<file path="config.mk">
export PLATFORM = sky130hd
export DESIGN_NAME = glob_wildcard_matcher_core
export DESIGN_NICKNAME = d
export VERILOG_FILES = /design/src/rtl/gwm_pkg.sv /design/src/rtl/gwm_step.sv /design/src/rtl/glob_wildcard_matcher_core.sv
export SDC_FILE = /design/constraint.sdc
export NUM_CORES = 1
export LEC_CHECK = 0
export BUFFER_PORTS_ARGS = -buffer_cell sky130_fd_sc_hd__buf_2
export CAP_MARGIN = 30
export CORE_ASPECT_RATIO = 1.5
export CORE_MARGIN = 10
export CORE_UTILIZATION = 30
export CTS_BUF_LIST = sky130_fd_sc_hd__clkbuf_2 sky130_fd_sc_hd__clkbuf_4 sky130_fd_sc_hd__clkbuf_8
export CTS_CLUSTER_DIAMETER = 40
export DETAILED_ROUTE_END_ITERATION = 6
export PLACE_DENSITY = 0.43
export SLEW_MARGIN = 25
export SYNTH_ARGS = -nofsm -noshare
export SYNTH_HDL_FRONTEND = slang
export SYNTH_SLANG_ARGS = --single-unit
</file>
<file path="constraint.sdc">
create_clock -name clk -period 4.85 [get_ports clk]
set_input_delay 0.7275 -clock clk [delete_from_list [all_inputs] [get_ports clk]]
set_output_delay 0.7275 -clock clk [all_outputs]
set_load 0.1 [all_outputs]
</file>
<file path="src/rtl/gwm_pkg.sv">
// Shared types and constants for the glob wildcard matcher.
// Used by gwm_step and glob_wildcard_matcher_core; no dependencies.
package gwm_pkg;

  localparam int MAX_PATTERN_BYTES = 16;
  localparam int LEN_W             = $clog2(MAX_PATTERN_BYTES + 1);
  localparam int VEC_W             = MAX_PATTERN_BYTES + 1;
  localparam int CFG_DATA_W        = 64;
  localparam int CFG_IDX_W         = 2;

  localparam logic [7:0] STAR_BYTE     = 8'h2A;
  localparam logic [7:0] QUESTION_BYTE = 8'h3F;

  typedef enum logic [CFG_IDX_W-1:0] {
    REG_PAT_LOW  = 2'd0,
    REG_PAT_HIGH = 2'd1,
    REG_PAT_LEN  = 2'd2
  } cfg_reg_t;

  // byte 0 of the pattern sits in the lowest bits
  typedef logic [MAX_PATTERN_BYTES-1:0][7:0] pat_t;
  typedef logic [VEC_W-1:0]                  vec_t;

endpackage

</file>
<file path="src/rtl/gwm_step.sv">
// One-byte update of the active pattern position vector, with star closure.
// Depends on gwm_pkg.
module gwm_step
  import gwm_pkg::*;
(
  input  pat_t             pattern,
  input  logic [LEN_W-1:0] pat_len,
  input  vec_t             state,
  input  logic [7:0]       text_byte,
  input  logic             has_byte,
  output vec_t             nxt_state,
  output logic             matched
);

  logic [LEN_W-1:0]             n;
  vec_t                         keep;
  logic [MAX_PATTERN_BYTES-1:0] star;
  logic [MAX_PATTERN_BYTES-1:0] in_use;
  vec_t                         cur;
  vec_t                         raw;

  // bit j is reached from a set bit i <= j when bytes i..j-1 are all stars
  function automatic vec_t closure(vec_t v, logic [MAX_PATTERN_BYTES-1:0] st);
    vec_t res;
    logic term;
    res = '0;
    for (int j = 0; j < VEC_W; j++) begin
      for (int i = 0; i <= j; i++) begin
        term = v[i];
        for (int k = i; k < j; k++) begin
          term = term & st[k];
        end
        res[j] = res[j] | term;
      end
    end
    return res;
  endfunction

  always_comb begin
    n = (pat_len > LEN_W'(MAX_PATTERN_BYTES)) ? LEN_W'(MAX_PATTERN_BYTES) : pat_len;
    for (int j = 0; j < VEC_W; j++) begin
      keep[j] = (LEN_W'(j) <= n);
    end
    for (int i = 0; i < MAX_PATTERN_BYTES; i++) begin
      in_use[i] = (LEN_W'(i) < n);
      star[i]   = in_use[i] && (pattern[i] == STAR_BYTE);
    end
  end

  always_comb begin
    cur = closure(state & keep, star);
    raw = '0;
    for (int i = 0; i < MAX_PATTERN_BYTES; i++) begin
      if (cur[i] && in_use[i]) begin
        if (star[i]) begin
          raw[i] = 1'b1;
        end
        if (star[i] || pattern[i] == QUESTION_BYTE || pattern[i] == text_byte) begin
          raw[i+1] = 1'b1;
        end
      end
    end
    nxt_state = has_byte ? closure(raw & keep, star) : cur;
    matched   = nxt_state[n];
  end

endmodule

</file>
<file path="src/rtl/glob_wildcard_matcher_core.sv">
// Top level of the glob wildcard matcher: stream ports, pattern registers,
// input and result registers. Depends on gwm_pkg and gwm_step.
//
// Matches each text, streamed one byte per item, against a glob pattern of up
// to 16 bytes where '*' matches any run (also empty) and '?' any single byte.
// One item is taken every clock cycle unless stalled; an item with tuser low
// carries no byte and, alone, stands for an empty text. The item with tlast
// high yields one result, the match bit in bit 0 of out_tdata, via input and
// result registers. A final item waits in the input register while an earlier
// result is held by out_tready low, and the input side stalls with it. The
// rate comes from a single registered update of a 17-bit vector of active
// pattern positions per byte. Pattern registers must be written through the
// cfg port while no item is in flight, not enforced; cfg_ready is always high.
module glob_wildcard_matcher_core
  import gwm_pkg::*;
(
  input  logic                  clk,
  input  logic                  rst_n,
  input  logic                  in_tvalid,
  output logic                  in_tready,
  input  logic [7:0]            in_tdata,   // [7:0] text_byte
  input  logic                  in_tuser,   // [0] has_byte
  input  logic                  in_tlast,   // last_byte
  output logic                  out_tvalid,
  input  logic                  out_tready,
  output logic [7:0]            out_tdata,  // [0] matched, [7:1] zero
  input  logic                  cfg_valid,
  output logic                  cfg_ready,
  input  logic [CFG_IDX_W-1:0]  cfg_index,
  input  logic [CFG_DATA_W-1:0] cfg_data
);

  logic [CFG_DATA_W-1:0] pat_low_r;
  logic [CFG_DATA_W-1:0] pat_high_r;
  logic [LEN_W-1:0]      pat_len_r;
  vec_t                  state_r;
  logic                  in_valid_r;
  logic [7:0]            in_byte_r;
  logic                  in_has_r;
  logic                  in_last_r;
  logic                  out_valid_r;
  logic                  out_match_r;

  pat_t pattern;
  vec_t step_nxt;
  logic step_match;
  logic out_free;
  logic advance;

  assign pattern   = {pat_high_r, pat_low_r};
  assign out_free  = !out_valid_r || out_tready;
  // non-final items never need the result register
  assign advance   = in_valid_r && (!in_last_r || out_free);
  assign in_tready = !in_valid_r || advance;
  assign cfg_ready = 1'b1;

  gwm_step u_step (
    .pattern   (pattern),
    .pat_len   (pat_len_r),
    .state     (state_r),
    .text_byte (in_byte_r),
    .has_byte  (in_has_r),
    .nxt_state (step_nxt),
    .matched   (step_match)
  );

  always_ff @(posedge clk) begin
    if (!rst_n) begin
      pat_low_r  <= '0;
      pat_high_r <= '0;
      pat_len_r  <= '0;
    end else if (cfg_valid && cfg_ready) begin
      unique case (cfg_index)
        REG_PAT_LOW:  pat_low_r  <= cfg_data;
        REG_PAT_HIGH: pat_high_r <= cfg_data;
        REG_PAT_LEN:  pat_len_r  <= cfg_data[LEN_W-1:0];
        default: ;
      endcase
    end
  end

  always_ff @(posedge clk) begin
    if (!rst_n) begin
      in_valid_r <= 1'b0;
    end else if (in_tready) begin
      in_valid_r <= in_tvalid;
    end
  end

  always_ff @(posedge clk) begin
    if (in_tvalid && in_tready) begin
      in_byte_r <= in_tdata;
      in_has_r  <= in_tuser;
      in_last_r <= in_tlast;
    end
  end

  always_ff @(posedge clk) begin
    if (!rst_n) begin
      state_r <= VEC_W'(1);
    end else if (advance) begin
      // rearm at position zero after the final item of a text
      state_r <= in_last_r ? VEC_W'(1) : step_nxt;
    end
  end

  always_ff @(posedge clk) begin
    if (!rst_n) begin
      out_valid_r <= 1'b0;
    end else if (advance && in_last_r) begin
      out_valid_r <= 1'b1;
    end else if (out_tready) begin
      out_valid_r <= 1'b0;
    end
  end

  always_ff @(posedge clk) begin
    if (advance && in_last_r) begin
      out_match_r <= step_match;
    end
  end

  assign out_tvalid = out_valid_r;
  assign out_tdata  = {7'b0, out_match_r};

endmodule

</file>
==> out/metrics.yaml, run 1 <==
finish:
  area_growth_pct: 12.26
  final_cell_area_mm2: 0.01111
  nets: 1372
  n_fill_cell: 3557
  stdcell_count: 1720
  drive_gt1_share_pct: 14.26
worst_hold_path:
  hold_depth: 1
  holdCritPathClass: "in2reg"
  hold-path-endpoint: "in_byte_r[5]$_DFFE_PP_"
  min_from: "in_tdata[5]"
logic_synthesis:
  async_flop_share_pct: 0
  ys_types: 91
  yosysMostFrequentCell: "nand2_1"
  synthCells: 1244
  yosys-top-cells-count: "nand2_1, dfxtp_1, a21boi_0, xnor2_1, nor2_1"
  ys_top_cells_by_area: "dfxtp_1, nand2_1, a21boi_0"
  seq_area_frac_synth_pct: 34.07
  yosys.area.top_type_share_pct: 30.73
  syn_area_per_cell_um2: 7.959
  ys_seq_elements: 163
  synth-edff-count: 11
  yosys_warnings: 0
  synthFlopType: "dfxtp_1"
  yosys.area.top_type: "dfxtp_1"
  syn_area_mm2: 0.009901
floorplan:
  die_w_um: 168.3
  fp.dieH_um: 242.5
  rows: 81
  die_area_mm2: 0.04082
  ios: 92
  start_util_pct: 30.34
  core-area_mm2: 0.03263
outcome:
  outcome: "complete, no violations"
timing:
  fmax_ghz: 0.2579
  finClkSkew_ps: 16.58
  period_needed_ps: 3877
  final-setup-viol-count: 0
  rsz0062_at_grt: "no"
  tns_ps: 0
  timing_hold_violations_final: 0
  period_share_pct: 79.94
  max-slew-margin-rel_pct: 38.11
  final_max_slew_viol_count: 0
  worst-slew-pin-transition_ps: 928.4
setup_path:
  r2r-start: "pat_len_r[4]$_SDFFE_PN0P_"
  reg2reg_slack_ps: 970
  crit_required_ps: 5190
  path_class: "reg2reg"
  path_depth: 11
  cp_num_buf_inv: 0
  crit_arrival_ps: 4220
  rr_worst_depth: 11
  crit_path_max_incr_delay_ps: 760
  startpoint_type: "register"
  crit_path_end_kind: "register"
  critical-path-top-delay-family: "simple AND/OR/NAND/NOR gates"
  cp_slowest_cell: "dfxtp_1"
  path_max_fanout: 16
  r2r-end: "out_match_r$_DFFE_PP_"
  crit_chain: "nor2_1, or4_1, nor4_4, nand4_1, nand4_2, a31oi_4, o31ai_2, nor2_1, a311oi_2, a311oi_2, o211ai_1"
placed_design:
  hpwl_mm: 24.91
  placed_cells: 1687
  gp_congestion: 0.8986
  dpl_cell_area_mm2: 0.01068
  port_buffers: 83
route:
  route.detailed.drc: 0
  drtIter0Drc: 459
  viasPerCell: 5.135
  drt_wl_total_mm: 34.38
  vias: 8832
  first_pass_iters: 5
  postRouteAntennaNets: 0
  wl_per_cell_um: 19.99
cts:
  clkTransAtPathRegs_ps: 100
  cts_max_level: 4
  hold_buffers: 0
  cts-root-buf: "clkbuf_8"
  cts-resized-gates: 0
  cts_tree: "built"
  cts.sinks: 163
  cts_buffer_depth: 2
  clk_latency_ps: 510
  cts_made_buffers: 17
  post-cts-setup-buffers: 0
global_routing:
  grt.overflow.total: 0
  grt_max_degree: 65
  grt_pass1_vias: 8923
  grt_util_all_layers_pct: 16.66
  grt_first_pass_wirelength_mm: 52.94
  antenna_found_initial: 1
job:
  max-cap-violations: 0
power:
  ir_drop_mv: 0.1674
  pwr-share-clk_pct: 37.6
  power_density_mw_per_mm2: 266.7
  p_sw_share_pct: 28.93
  combPwrFrac_pct: 13.2
  p_sw_mw: 0.8576
  p_int_mw: 2.107
  p_seq_share_pct: 49.2
  p_leak_nw: 3.755
==> area by class of cell <==
cell class | count | area (um2) | area share, %
Tap cell | 415 | 519.2 | 4.672
Antenna cell | 1 | 2.502 | 0.02251
Inverter | 14 | 52.55 | 0.4728
Clock buffer | 21 | 282.8 | 2.544
Clock inverter | 11 | 150.1 | 1.351
Timing Repair Buffer | 110 | 633.1 | 5.696
Multi-Input combinational cell | 985 | 6101 | 54.89
Sequential cell | 163 | 3373 | 30.35
==> registers in the layout, indices dropped and copies added, names as in the netlist <==
| signal | flops |
|---|---|
| pat_len_r | 5 |
| in_byte_r | 8 |
| out_tvalid | 1 |
| in_last_r | 1 |
| in_has_r | 1 |
| pat_high_r | 64 |
| pat_low_r | 64 |
| state_r | 17 |
| out_match_r | 1 |
| in_valid_r | 1 |
==> layer usage <==
metal  global-route usage (%)  share of wire (%)  vias to the layer above
li1                         -                  -                     4393
met1                    20.20                 44                     4212
met2                    28.73                 50                      183
met3                    2.630                3.4                       44
met4                    6.263                2.6                        0
met5                        0                  0                        -
==> cell usage in the layout, fill, tap and decap left out, types with 4 or more instances in the layout <==
cell type,count
conb_1,8
nand3_1,23
clkbuf_8,20
and3_1,9
xnor2_1,82
o21ai_1,8
nand2b_1,4
nor3_1,20
nor4b_1,4
xor2_1,46
edfxtp_1,11
o211ai_1,10
inv_1,13
nand2_1,300
o21a_1,5
a21o_1,6
buf_4,27
or3_1,8
a21boi_0,131
a211oi_1,5
nor4_1,14
nand4_1,32
o22ai_1,5
a22oi_1,9
o21ai_0,24
nor2b_1,23
nor2_1,68
a31oi_1,4
and2_1,7
a21oi_1,35
o31ai_1,6
buf_2,82
mux2i_1,5
dfxtp_1,152
==> power by group through the flow <==
stage               Combinational, mW  Clock [mW]  Sequential (mW)
floorplan                       0.279           0             1.46
global placement                0.394           0             1.49
detailed placement              0.395           0             1.49
CTS                             0.397        1.16             1.46
global route                    0.431        1.20             1.47
finish                          0.391        1.11             1.46
==> logic make-up (layout without fill, tap and decap cells) <==
kind of cell | count (synthesis) | in the layout | share of synthesized area [%]
buffers and inverters | 102 | 156 | 4.688
other | 2 | 9 | 0.07585
multiplexers | 6 | 6 | 0.7330
XOR/XNOR | 128 | 128 | 11.32
AND/OR/NAND/NOR | 541 | 541 | 25.69
AO/OA/AOI/OAI | 302 | 302 | 23.42
flip-flops | 163 | 163 | 34.07
==> how the worst max path moves through the flow <==
stage,from,slack (ps),to
floorplan,pat_len_r[2]$_SDFFE_PN0P_,1820,out_match_r$_DFFE_PP_
global placement,pat_len_r[4]$_SDFFE_PN0P_,1000,out_match_r$_DFFE_PP_
detailed placement,pat_len_r[4]$_SDFFE_PN0P_,930,out_match_r$_DFFE_PP_
CTS,pat_len_r[4]$_SDFFE_PN0P_,920,out_match_r$_DFFE_PP_
global route,pat_len_r[4]$_SDFFE_PN0P_,620,out_match_r$_DFFE_PP_
finish,pat_len_r[4]$_SDFFE_PN0P_,970,out_match_r$_DFFE_PP_
==> metrics by stage <==
| step | hold WS [ps] | util [%] | setup WS, ps | power (mW) |
|---|---|---|---|---|
| after floorplan | 438.0 | - | 1821 | 1.741 |
| after global placement | 468.4 | 32.70 | 1003 | 1.884 |
| after detailed placement | 467.1 | 32.72 | 932.0 | 1.886 |
| after CTS | 348.7 | 34.05 | 917.3 | 3.018 |
| after global routing | 365.6 | 34.06 | 620.1 | 3.101 |
| final | 393.7 | 34.06 | 972.9 | 2.964 |
Power figures use the tool's default switching activity.
==> run 2: changes to the inputs <==
==> constraint.sdc (replaced) <==
create_clock -name clk -period 3.9 [get_ports clk]
set_input_delay 0.585 -clock clk [delete_from_list [all_inputs] [get_ports clk]]
set_output_delay 0.585 -clock clk [all_outputs]
set_load 0.1 [all_outputs]
==> run 2 against run 1 <==
Register-to-register slack lost 720 ps. Critical endpoint unchanged. Total power grew 22%. Sequential share of layout area shrank 0.47 points.
==> out/metrics.yaml, run 2 (synthesized netlist as in run 1, its figures left out) <==
finish:
  final_cell_area_mm2: 0.01129
  layout_commonest_cell: "nand2_1"
  area_growth_pct: 14.01
  drive_gt1_share_pct: 15.88
  nets: 1397
  top_regs: "pat_high_r: 64 flops, pat_low_r: 64 flops, state_r: 17 flops"
  n_fill_cell: 3504
  final_cell_mix: "nand2_1, dfxtp_1, a21boi_0"
route:
  postRouteAntennaNets: 0
  viasPerCell: 5.137
  drt_wl_total_mm: 35.25
  vias: 8964
  first_pass_iters: 5
  wl_per_cell_um: 20.20
  drtIter0Drc: 425
  route.detailed.drc: 0
setup_path:
  path_max_fanout: 11
  crit_path_end_kind: "register"
  crit_arrival_ps: 3900
  startpoint_type: "register"
  reg2reg_slack_ps: 250
  crit_required_ps: 4160
  path_class: "reg2reg"
power:
  p_sw_mw: 1.069
  p_leak_nw: 3.865
  ir_drop_mv: 0.1884
  pwr-share-clk_pct: 36.1
  p_sw_share_pct: 29.50
  p_int_mw: 2.555
  power_density_mw_per_mm2: 321.0
  combPwrFrac_pct: 14.2
  p_seq_share_pct: 49.8
cts:
  cts.sinks: 163
  hold_buffers: 0
  cts_made_buffers: 17
  post-cts-setup-buffers: 0
  cts_max_level: 4
  cts_buffer_depth: 2
  clk_latency_ps: 510
  clkTransAtPathRegs_ps: 90
  cts-resized-gates: 0
  cts_tree: "built"
  cts-root-buf: "clkbuf_8"
global_routing:
  antenna_found_initial: 1
  grt_max_degree: 84
  grt_util_all_layers_pct: 17.04
  grt_first_pass_wirelength_mm: 54.34
  grt_pass1_vias: 9028
  grt.overflow.total: 0
timing:
  final_max_slew_viol_count: 0
  tns_ps: 0
  period_needed_ps: 3648
  fmax_ghz: 0.2741
  final-setup-viol-count: 0
  timing_hold_violations_final: 0
  worst-slew-pin-transition_ps: 907.8
  rsz0062_at_grt: "no"
  period_share_pct: 93.53
  max-slew-margin-rel_pct: 39.48
  finClkSkew_ps: 8.671
floorplan:
  ios: 92
  die_area_mm2: 0.04082
  rows: 81
  core-area_mm2: 0.03263
  start_util_pct: 30.34
  fp.dieH_um: 242.5
  die_w_um: 168.3
placed_design:
  hpwl_mm: 26.13
  dpl_cell_area_mm2: 0.01086
  gp_congestion: 0.8968
  port_buffers: 83
outcome:
  outcome: "complete, no violations"
worst_hold_path:
  holdCritPathClass: "in2reg"
job:
  max-cap-violations: 0
[run 2: changes by cell type in the layout (fill, tap and decap cells not counted)]
cell / change
inv_4: -1
clkbuf_4: -1
clkinvlp_4: +1
clkinv_2: +2
bufinv_16: -1
buf_12: +1
inv_6: -1
buf_4: +24
clkinv_4: +1
[run 2: layout make-up]
type	count	area (um2)	share of cell area, %
Clock buffer	20	275.3	2.438
Inverter	14	52.55	0.4655
Sequential cell	163	3373	29.88
Multi-Input combinational cell	985	6101	54.05
Tap cell	415	519.2	4.600
Antenna cell	1	2.502	0.02217
Timing Repair Buffer	135	833.3	7.382
Clock inverter	12	131.4	1.164
[run 2: path summary, 6_finish.rpt]
kind,from,endpoint,cells past startpoint
max,pat_len_r[2]$_SDFFE_PN0P_,out_match_r$_DFFE_PP_,11
min,in_tdata[4],in_byte_r[4]$_DFFE_PP_,1
max reg2reg,pat_len_r[2]$_SDFFE_PN0P_,out_match_r$_DFFE_PP_,11
min reg2reg,state_r[16]$_SDFFE_PN0P_,state_r[16]$_SDFFE_PN0P_,2
[run 2: per-layer routing]
metal  vias to the layer above  track usage (%)  routed length [um]
met5                         -                0                   0
met1                      4292            19.35               14830
li1                       4449                -                   -
met2                       172            30.49               18210
met3                        51            3.117                1136
met4                         0            6.725                1067
[run 2: power groups by stage]
stage | Combinational, mW | Clock, mW | Sequential [mW]
2_1_floorplan | 0.347 | 0 | 1.82
3_3_place_gp | 0.515 | 0 | 1.84
3_5_place_dp | 0.514 | 0 | 1.84
4_1_cts | 0.517 | 1.36 | 1.81
5_1_grt | 0.562 | 1.42 | 1.81
6_report | 0.513 | 1.31 | 1.80
[run 2: per-stage QoR]
| stage | power [mW] | util [%] | hold WS, ps | cells | setup slack, ps |
|---|---|---|---|---|---|
| CTS | 3.682 | 34.52 | 210.8 | 1743 | 298.2 |
| global route | 3.795 | 34.59 | 209.1 | 1745 | 59.98 |
| detailed placement | 2.358 | 33.28 | 466.2 | 1711 | 323.0 |
| floorplan | 2.165 | - | 438.0 | 1250 | 870.8 |
| global placement | 2.357 | 33.26 | 455.5 | 1711 | 312.5 |
| finish | 3.624 | 34.59 | 250.5 | 1745 | 252.3 |
[run 2: worst max-delay path, stage by stage (launching register included)]
cell	delay [ps]
dfxtp_1	460
or3_4	520
o21ai_4	210
a21oi_1	120
nor2_1	350
o211ai_1	170
a21oi_2	240
o2111ai_2	250
o311ai_4	480
a311oi_2	170
a311oi_2	280
o211ai_1	130
==> run 3: changes to the inputs <==
--- a/config.mk
+++ b/config.mk
@@ -13,8 +13,8 @@
 export CTS_BUF_LIST = sky130_fd_sc_hd__clkbuf_2 sky130_fd_sc_hd__clkbuf_4 sky130_fd_sc_hd__clkbuf_8
 export CTS_CLUSTER_DIAMETER = 40
 export DETAILED_ROUTE_END_ITERATION = 6
-export PLACE_DENSITY = 0.43
 export SLEW_MARGIN = 25
 export SYNTH_ARGS = -nofsm -noshare
 export SYNTH_HDL_FRONTEND = slang
+export SYNTH_HIERARCHICAL = 1
 export SYNTH_SLANG_ARGS = --single-unit
==> run 3 against run 2 <==
Maximum frequency about the same. Total power down 3.6%. Final cell count down 7.2%. Worst setup slack worse by 3.4 ps. Critical path type unchanged.
==> out/metrics.yaml, run 3 <==
setup_path:
  crit_chain: "buf_4, or4_4, nand4_2, o32ai_4, o2111ai_1, and3_1, a211oi_1, inv_1, and3_1, o21a_1, o2111ai_1, nand4_1, o211ai_1"
  rr_worst_depth: 13
  cp_slowest_cell: "dfxtp_1"
  startpoint_type: "register"
  reg2reg_slack_ps: 250
  crit_arrival_ps: 3990
  crit_path_end_kind: "register"
  path_max_fanout: 11
  crit_path_max_incr_delay_ps: 500
  path_class: "reg2reg"
  crit_required_ps: 4240
finish:
  final_cell_area_mm2: 0.01052
  area_growth_pct: 13.30
  final_cell_mix: "nand3_1, dfxtp_1, o21ai_0"
  layout_commonest_cell: "nand3_1"
  top_regs: "pat_high_r: 64 flops, pat_low_r: 64 flops, state_r: 17 flops"
  drive_gt1_share_pct: 15.59
  nets: 1287
job:
  max-cap-violations: 0
power:
  pwr-share-clk_pct: 34.5
  power_density_mw_per_mm2: 332.0
  combPwrFrac_pct: 13.4
  p_leak_nw: 3.763
  p_seq_share_pct: 52.0
  total_power_mw: 3.492
  ir_drop_mv: 0.2175
  p_int_mw: 2.465
  p_sw_mw: 1.027
  p_sw_share_pct: 29.40
timing:
  period_needed_ps: 3651
  max-slew-margin-rel_pct: 41.58
  fmax_ghz: 0.2739
  finClkSkew_ps: 17.19
  final-setup-viol-count: 0
  timing_hold_violations_final: 0
  rsz0062_at_grt: "no"
  period_share_pct: 93.62
  tns_ps: 0
  final_max_slew_viol_count: 0
  worst-slew-pin-transition_ps: 876.3
route:
  first_pass_iters: 5
  wl_per_cell_um: 17.69
  postRouteAntennaNets: 0
  vias: 8596
  viasPerCell: 5.306
  drt_wl_total_mm: 28.66
  drtIter0Drc: 541
  route.detailed.drc: 0
global_routing:
  grt_first_pass_wirelength_mm: 45.86
  grt_util_all_layers_pct: 14.76
  grt_pass1_vias: 8673
  grt_max_degree: 136
  grt.overflow.total: 0
  antenna_found_initial: 1
logic_synthesis:
  yosys_warnings: 6
  syn_area_mm2: 0.009284
  seq_area_frac_synth_pct: 36.33
  async_flop_share_pct: 0
  yosys-top-cells-count: "nand3_1, dfxtp_1, o21ai_0, nand2_1, xnor2_1"
  ys_types: 81
  synthFlopType: "dfxtp_1"
  synthCells: 1159
  ys_seq_elements: 163
  yosys.area.top_type_share_pct: 32.78
  synth-edff-count: 11
  syn_area_per_cell_um2: 8.010
  ys_top_cells_by_area: "dfxtp_1, nand3_1, xnor2_1"
  yosys.area.top_type: "dfxtp_1"
  yosysMostFrequentCell: "nand3_1"
worst_hold_path:
  hold_depth: 1
  holdCritPathClass: "in2reg"
cts:
  clkTransAtPathRegs_ps: 90
  cts.sinks: 163
  cts-root-buf: "clkbuf_8"
  hold_buffers: 0
  cts_max_level: 4
  cts_tree: "built"
  clk_latency_ps: 500
  post-cts-setup-buffers: 0
  cts_buffer_depth: 2
  cts-resized-gates: 0
  cts_made_buffers: 17
floorplan:
  core-area_mm2: 0.03035
  die_area_mm2: 0.03853
  die_w_um: 163.6
  start_util_pct: 30.59
  fp.dieH_um: 235.5
  ios: 92
  rows: 78
placed_design:
  hpwl_mm: 21.93
  dpl_cell_area_mm2: 0.01009
  gp_congestion: 0.9432
  port_buffers: 83
outcome:
  outcome: "complete, no violations"
==> run 3: kinds of logic (layout without fill, tap and decap cells) <==
logic type / count (synthesis) / in the layout / share of synthesized area, %
xor gates and xnor gates: 128 / 128 / 12.08
buffers and inverters: 109 / 163 / 5.445
DFF: 163 / 163 / 36.33
AOI/OAI and AO/OA: 304 / 304 / 20.84
muxes: 1 / 1 / 0.1213
other: 2 / 9 / 0.08089
and+or+nand+nor: 452 / 452 / 25.11
==> run 3: power groups by stage <==
| stage | combinational [mW] | clock [mW] | sequential, mW |
|---|---|---|---|
| after floorplan | 0.348 | 0 | 1.82 |
| after global placement | 0.458 | 0 | 1.86 |
| after detailed placement | 0.466 | 0 | 1.86 |
| after CTS | 0.467 | 1.23 | 1.82 |
| after global routing | 0.515 | 1.29 | 1.83 |
| final | 0.469 | 1.21 | 1.82 |
==> run 3: per-stage QoR <==
step	util (%)	instances	hold WS (ps)	setup slack, ps
after floorplan	-	1165	434.5	744.4
after global placement	33.23	1585	452.2	229.3
after detailed placement	33.23	1585	448.2	233.6
after CTS	34.47	1617	215.3	195.5
after global routing	34.66	1620	228.9	24.93
final	34.66	1620	249.0	248.9
==> run 3: final cells by class <==
class / instances / area [um2]
antenna: 1 / 2.502
fill: 3186 / 19830
tap: 400 / 500.5
clock inverter: 11 / 105.1
clock buffer: 21 / 270.3
sequential: 163 / 3374
multi-input combinational: 893 / 5465
timing repair buffer: 115 / 740.7
inverter: 16 / 60.06
==> run 3: worst max-delay path, delay by kind of cell, from the launching register on <==
kind                   cells  cell delay (ps)
AOI/OAI and AO/OA          6             1630
buffers and inverters      2              320
DFF                        1              500
and+or+nand+nor            5             1030
==> run 3: path summary, 6_finish.rpt <==
check	startpoint	to
hold reg to reg	state_r[11]$_SDFFE_PN0P_	state_r[11]$_SDFFE_PN0P_
setup / recovery	pat_len_r[1]$_SDFFE_PN0P_	out_match_r$_DFFE_PP_
hold / removal	in_tlast	in_last_r$_DFFE_PP_
setup reg to reg	pat_len_r[1]$_SDFFE_PN0P_	out_match_r$_DFFE_PP_
==> run 3: metal layers <==
metal	vias up	track usage [%]	routed length, um
met5	-	0	0
met4	0	6.986	857
met3	56	2.098	696
met2	162	27.05	15280
met1	4115	16.08	11820
li1	4263	-	-
